## src/osb_pkg.sv

```systemverilog
// ----------------------------------------------------------------------------
// osb_pkg
// Shared types and constants of the oscillator bank noise source.
// ----------------------------------------------------------------------------
package osb_pkg;

  localparam int unsigned PHASE_W  = 32;
  localparam int unsigned COS_W    = 16;
  localparam int unsigned GAIN_W   = 16;
  localparam int unsigned COUNT_W  = 9;
  localparam int unsigned SAMPLE_W = 24;
  localparam int unsigned INDEX_W  = 8;
  localparam int unsigned CFG_IDX_W = 2;

  // rounding of the Q31 product down to Q3.20
  localparam int unsigned ROUND_SHIFT = 11;

  typedef enum logic [CFG_IDX_W-1:0] {
    CFG_BASE_INC   = 2'd0,
    CFG_STEP_INC   = 2'd1,
    CFG_ACTIVE_CNT = 2'd2,
    CFG_OUT_GAIN   = 2'd3
  } cfg_idx_e;

  typedef enum logic [2:0] {
    ST_CLEAR,
    ST_IDLE,
    ST_RUN,
    ST_SCALE,
    ST_OUT
  } state_e;

  localparam logic [PHASE_W-1:0] BASE_INC_RST   = '0;
  localparam logic [PHASE_W-1:0] STEP_INC_RST   = '0;
  localparam logic [COUNT_W-1:0] ACTIVE_CNT_RST = 9'd256;
  localparam logic [GAIN_W-1:0]  OUT_GAIN_RST   = 16'd512;

endpackage

```

## src/osb_scaler.sv

```systemverilog
// ----------------------------------------------------------------------------
// osb_scaler
// Gain multiply, round half up to Q3.20 and saturate; two register stages.
// ----------------------------------------------------------------------------
module osb_scaler #(
  parameter int unsigned ACC_W = 25
) (
  input  logic                               clk_i,
  input  logic                               rst_ni,
  input  logic                               start_i,
  input  logic signed [ACC_W-1:0]            acc_i,
  input  logic [osb_pkg::GAIN_W-1:0]         gain_i,
  output logic                               done_o,
  output logic signed [osb_pkg::SAMPLE_W-1:0] sample_o
);
  import osb_pkg::*;

  localparam int unsigned PROD_W = ACC_W + GAIN_W + 1;
  localparam int unsigned EXT_W  = (PROD_W + 1 > SAMPLE_W + ROUND_SHIFT + 1) ?
                                   PROD_W + 1 : SAMPLE_W + ROUND_SHIFT + 1;
  localparam logic signed [EXT_W-1:0] SAT_HI   = EXT_W'((1 << (SAMPLE_W - 1)) - 1);
  localparam logic signed [EXT_W-1:0] SAT_LO   = -SAT_HI - EXT_W'(1);
  localparam logic signed [EXT_W-1:0] HALF_LSB = EXT_W'(1 << (ROUND_SHIFT - 1));

  logic signed [PROD_W-1:0]   prod_d, prod_q;
  logic                       mul_vld_q;
  logic signed [EXT_W-1:0]    biased;
  logic signed [EXT_W-1:0]    shifted;
  logic signed [SAMPLE_W-1:0] sample_d, sample_q;
  logic                       done_q;

  assign prod_d = acc_i * $signed({1'b0, gain_i});

  always_comb begin
    biased  = EXT_W'(prod_q) + HALF_LSB;
    shifted = biased >>> ROUND_SHIFT;
    priority if (shifted > SAT_HI) begin
      sample_d = SAT_HI[SAMPLE_W-1:0];
    end else if (shifted < SAT_LO) begin
      sample_d = SAT_LO[SAMPLE_W-1:0];
    end else begin
      sample_d = shifted[SAMPLE_W-1:0];
    end
  end

  always_ff @(posedge clk_i) begin
    if (start_i) begin
      prod_q <= prod_d;
    end
    if (mul_vld_q) begin
      sample_q <= sample_d;
    end
  end

  always_ff @(posedge clk_i or negedge rst_ni) begin
    if (!rst_ni) begin
      mul_vld_q <= 1'b0;
      done_q    <= 1'b0;
    end else begin
      mul_vld_q <= start_i;
      done_q    <= mul_vld_q;
    end
  end

  assign done_o   = done_q;
  assign sample_o = sample_q;

endmodule

```

## config.mk

```make
export PLATFORM = sky130hd
export DESIGN_NAME = osb_scaler
export DESIGN_NICKNAME = d
export VERILOG_FILES = /design/src/osb_pkg.sv /design/src/osb_scaler.sv
export SDC_FILE = /design/constraint.sdc
export NUM_CORES = 1
export LEC_CHECK = 0
export BUFFER_PORTS_ARGS = -buffer_cell sky130_fd_sc_hd__buf_2
export CAP_MARGIN = 20
export CORE_UTILIZATION = 25
export DETAILED_ROUTE_END_ITERATION = 12
export PLACE_DENSITY = 0.41
export SYNTH_ARGS = -nofsm -noshare
export SYNTH_HDL_FRONTEND = slang
export SYNTH_SLANG_ARGS = --single-unit
```

## constraint.sdc

```tcl
create_clock -name clk_i -period 2.8 [get_ports clk_i]
set_input_delay 0.14 -clock clk_i [delete_from_list [all_inputs] [get_ports clk_i]]
set_output_delay 0.14 -clock clk_i [all_outputs]
set_load 0.02 [all_outputs]
```

Yosys cells after proc, flatten, opt, wreduce, memory -nomap -nowiden. Index checks and enable logic that the tools add are counted.

Flip-flop bits (word level): 68. Input bits: 44. Output and inout bits: 25. Logic and storage cells: 9.

Add/subtract/negate cells: 1. $mul: 1. $lt $le $gt $ge: 2. Muxes and demuxes: 1.

Operators by type and width (number): 42-bit by 12-bit adder with 43-bit output (second input constant) (1); 25-bit by 17-bit multiplier with 42-bit output (1); 32-bit by 24-bit greater-than comparator with 1-bit output (second input constant) (1); 32-bit by 24-bit less-than comparator with 1-bit output (second input constant) (1); 24-bit 2-to-1 mux (1).

Depth between registers and ports, before layout.
Depth after elaboration: 3. Depth in mapped cells: 23.

Least setup slack after synthesis. Ideal clock, no wire load.

Kind: input -> register. Start: input gain_i[8] in the netlist's numbering. End: register prod_q[40], data pin. Library setup time: 0.263 ns. Data arrival time: 5.774 ns. Data required time: 2.537 ns. Path slack: -3.237 ns. Cell stages on the path: 23. Path through: clkbuf_1 -> nand2_1 -> fa_1 -> inv_1 -> fa_1 -> inv_1 -> fa_1 -> inv_1 -> fa_1 -> fa_1 -> inv_1 -> fa_1 -> inv_1 -> ha_1 -> a21oi_1 -> o21a_1 -> nor2_1 -> nor4bb_1 -> a21oi_1 -> o21ai_1 -> a41oi_1 -> o211a_1 -> a2111o_1.

Word-level cells in the longest chain between the ends: 1.

Ends and longest elaborated chain: start, declared (RTL line osb_scaler.sv:12) `input logic [osb_pkg::GAIN_W-1:0] gain_i,`; 25-bit by 17-bit multiplier with 42-bit output (RTL line osb_scaler.sv:32) `assign prod_d = acc_i * $signed({1'b0, gain_i});`; net prod_d[40] (RTL line osb_scaler.sv:25) `logic signed [PROD_W-1:0] prod_d, prod_q;`; end signal, assigned (RTL line osb_scaler.sv:48) `prod_q <= prod_d;`; end, declared (RTL line osb_scaler.sv:25).

The timed path passes the listed nets, and every way through them passes these cells. A chain may end at the register's enable or synchronous reset.

Worst setup path in the final report.
Start: input acc_i[6]. End: register prod_q[40], data pin.

Word-level cells in the longest chain between the ends: 1.

Ends and longest elaborated chain: start, declared (RTL line osb_scaler.sv:11) `input logic signed [ACC_W-1:0] acc_i,`; 25-bit by 17-bit multiplier with 42-bit output (RTL line osb_scaler.sv:32); net prod_d[40] (RTL line osb_scaler.sv:25).

The timed path passes the listed nets, and every way through them passes these cells.

==> results.txt <==
Result of the run = complete, but fails checks
Violations in the final reports = setup timing
Synthesized area = 16600 µm²
Async set-reset flop share out of synthesis = 3.45%
Clock latency reported for the late side of the worst-skew pair = 330 ps
Vias in the first global route = 13800
Net count after synthesis = 2288
Worst path buffer plus inverter count = 5
Mean routed wirelength per cell = 15.5 µm
Cell count after placement = 2847
Most Frequent Cell on Critical Path = fa_1
Die width = 259 µm
Post-synthesis to final-layout area growth = 30.9%
Slowest CP cell = fa_1
Kind of launch point of the worst setup path = primary input
Number of max-cap violations = 0
Number of warnings printed during yosys synthesis = 0
Total clock buffers created by CTS = 9
Met1 usage in global routing = 17.9%
TritonCTS clock tree = built
Vias per std cell = 4.15
TritonCTS Sinks = 58
Post-synthesis instance total = 1753
Setup repair after global routing missed its margin = true
Relative slew slack = 48.5%
Flop-to-flop setup slack = 190 ps
Leading cell type in the layout, fill and taps excluded = inv_1
Die Outline Area = 67300 µm²
Logic depth of the worst register-to-register path = 11
Type of the worst setup path = in2reg
Max H-tree Level = 3
Slack of the critical path = -2850 ps
Final nets = 2579
Worst-path maximum fanout = 5
Die Span Y = 259 µm
Routed wire length = 45100 µm
Largest delay share family, worst path = adder cells
Final hold violation count = 0
Flops & latches, synth = 58
Pin count of the biggest net entering global routing = 34
Ant. Diodes = 0
Share of the cycle needed by the critical path after routing = 202%
Startpoint of the most critical setup path = acc_i[6]
Worst R2R Start = prod_q[14]$_DFFE_PP_
Number of DRC violations after detailed routing = 0
Data required time at the worst endpoint = 2870 ps
Clock-pin slew on the worst setup and hold paths = 50 ps
Total via count in the routed design = 12100
Residual overflow from global routing = 0
End point of the critical path = prod_q[40]$_DFFE_PP_
Final GP Congestion = 0.782
Number of enable flip-flop cells after synthesis = 56
Core outline area = 65600 µm²
Proportion of layout cells with a drive suffix above 1 = 27.5%
Worst setup EP type = register
Worst Hold Class = in2async
Mean cell area of the mapped netlist = 9.46 µm²
Top-level port count = 69
Final Non-Filler Cells = 2913
Final slew viol count = 0
Detailed Route Iter0 Violations = 387
Count of cell instances traversed by the critical path = 21
Met2 usage = 26.4%
Synth cell types = 56
Post-detailed-route count of antenna-violating nets = 0
Number of placement rows = 94
First-pass GRT wire length = 74300 µm
Peak per-stage delay on the critical path = 600 ps
Gr usage total = 14.2%
Setup skew after layout = 7.62 ps
Cells along the critical path = buf_12 > buf_6 > and2_4 > fa_1 > fa_1 > fa_1 > fa_2 > fa_1 > inv_1 > fa_1 > inv_2 > ha_4 > and3_4 > nand3_4 > buf_6 > a211o_4 > a21oi_4 > o21ai_2 > a41oi_2 > nor4_1 > a2111o_1
Endpoints failing setup = 32
Global-route layer with the greatest usage = met2
Reg-to-reg critical path endpoint = sample_o[0]$_SDFFCE_PN1P_
Clock Tree Buf Depth = 2
Transition time of the tightest slew-check pin = 772 ps
Number of antenna violations at the first check in global routing = 0
Starting Density = 25.3%
Sequential element share of the synthesized area = 10.4%
Final worst path period need = 5650 ps
Global-route track usage on met3 = 1.27%
Port Buffer Count = 68
Half-perimeter wire length after placement = 38900 µm
CTS root buf = clkbuf_16
Most frequent cells in the layout = inv_1, fa_1, nand2_1, buf_4, and2_1
Max Clk Rate = 177 MHz
Number of iterations in the first detailed-routing pass = 5
Top FF cell, synth = edfxtp_1
Arrival time of the worst setup path = 5720 ps
==> worst register-to-register path: cells and delay by family, from the launching register on <==
kind / cells / cell delay [ps]
flops: 1 / 380
buf+inv: 2 / 370
simple gates: 4 / 940
compound gates: 4 / 540
xor+xnor: 1 / 120
==> state kept, by name, indices dropped and copies added (netlist names) <==
register	flops
mul_vld_q	1
prod_q	32
sample_o	24
done_o	1
==> cell families (layout without fill, tap and decap cells) <==
kind of cell             Yosys count  in the layout  share of synthesized area [%]
AO/OA/AOI/OAI                     98             98                           4.20
AND/OR/NAND/NOR                  508            508                           15.2
adder cells (fa/ha/maj)          491            491                           54.7
buffers and inverters            538            834                           12.3
XOR/XNOR                          60             60                           3.17
flip-flops                        58             58                           10.4
==> final cells by class <==
class                           instances  area [µm²]
Clock inverter                          6        33.8
Tap cell                              864        1080
Sequential cell                        58        1730
Inverter                              477        1790
Multi-Input combinational cell       1157       13700
Timing Repair Buffer                  341        3090
Fill cell                            6896       43900
Clock buffer                           10         229
==> per-stage QoR <==
step | util, % | hold slack, ps | TNS, ps | worst slack [ps] | area, µm²
after floorplan | - | -156 | -70520 | -2770 | 17300
after global placement | 30.5 | -76.1 | -94550 | -3480 | 20000
after detailed placement | 30.5 | -70.3 | -94700 | -3530 | 20000
after CTS | 32.8 | 103 | -75340 | -2830 | 21500
after global routing | 33.0 | 130 | -80820 | -3030 | 21700
final | 33.0 | 126 | -74800 | -2850 | 21700
==> cell usage after synthesis, drive strengths merged (2+ instances only) <==
| cell type | number | share of area (%) |
|---|---|---|
| inv | 477 | 11 |
| fa | 389 | 47 |
| nand2 | 254 | 5.8 |
| and2 | 166 | 6.3 |
| ha | 102 | 7.7 |
| clkbuf | 57 | 1.3 |
| edfxtp | 56 | 10 |
| xnor2 | 36 | 1.9 |
| o21ai | 32 | 1.4 |
| nor2 | 28 | 0.63 |
| a21oi | 24 | 0.72 |
| xor2 | 24 | 1.3 |
| nand3 | 18 | 0.65 |
| a21o | 11 | 0.50 |
| and3 | 10 | 0.38 |
| and4 | 7 | 0.38 |
| nand4 | 7 | 0.30 |
| nor3 | 6 | 0.18 |
| buf | 4 | 0.20 |
| a21boi | 3 | 0.14 |
| a41oi | 3 | 0.20 |
| nor4 | 3 | 0.24 |
| o21bai | 3 | 0.14 |
| o221ai | 3 | 0.16 |
| a211o | 2 | 0.11 |
| a211oi | 2 | 0.091 |
| a31oi | 2 | 0.075 |
| dfrtp | 2 | 0.30 |
| nor2b | 2 | 0.075 |
| o21a | 2 | 0.091 |
| o22ai | 2 | 0.075 |
| o41ai | 2 | 0.11 |
| or2 | 2 | 0.076 |
| or4 | 2 | 0.091 |
==> repair_timing <==
action / 4_1_cts / 5_1_grt
gates cloned: 6 / 0
pin swaps: 101 / 55
hold endpoints to repair: 2 / 0
setup buffers: 57 / 14
hold buffers: 1 / 0
gates resized for setup: 206 / 51
setup endpoints to repair: 32 / 55
==> metal layers <==
metal / up-vias / share of wire, %
met1: 6267 / 45
met5: - / 0
li1: 5698 / -
met4: 0 / 1.3
met3: 28 / 1.9
met2: 109 / 52
==> worst min path at each step <==
| stage | cells after the start | from | slack (ps) | end |
|---|---|---|---|---|
| 2_1_floorplan | 0 | rst_ni | -160 | done_o$_DFF_PN0_ |
| 3_3_place_gp | 1 | rst_ni | -80 | done_o$_DFF_PN0_ |
| 3_5_place_dp | 1 | rst_ni | -70 | mul_vld_q$_DFF_PN0_ |
| 4_1_cts | 2 | rst_ni | 100 | mul_vld_q$_DFF_PN0_ |
| 5_1_grt | 2 | rst_ni | 130 | mul_vld_q$_DFF_PN0_ |
| 6_report | 2 | rst_ni | 130 | mul_vld_q$_DFF_PN0_ |
Power is left out: the tool's default activity adds up to more than one toggle a clock period on the data nets, which glitch-free logic cannot reach.
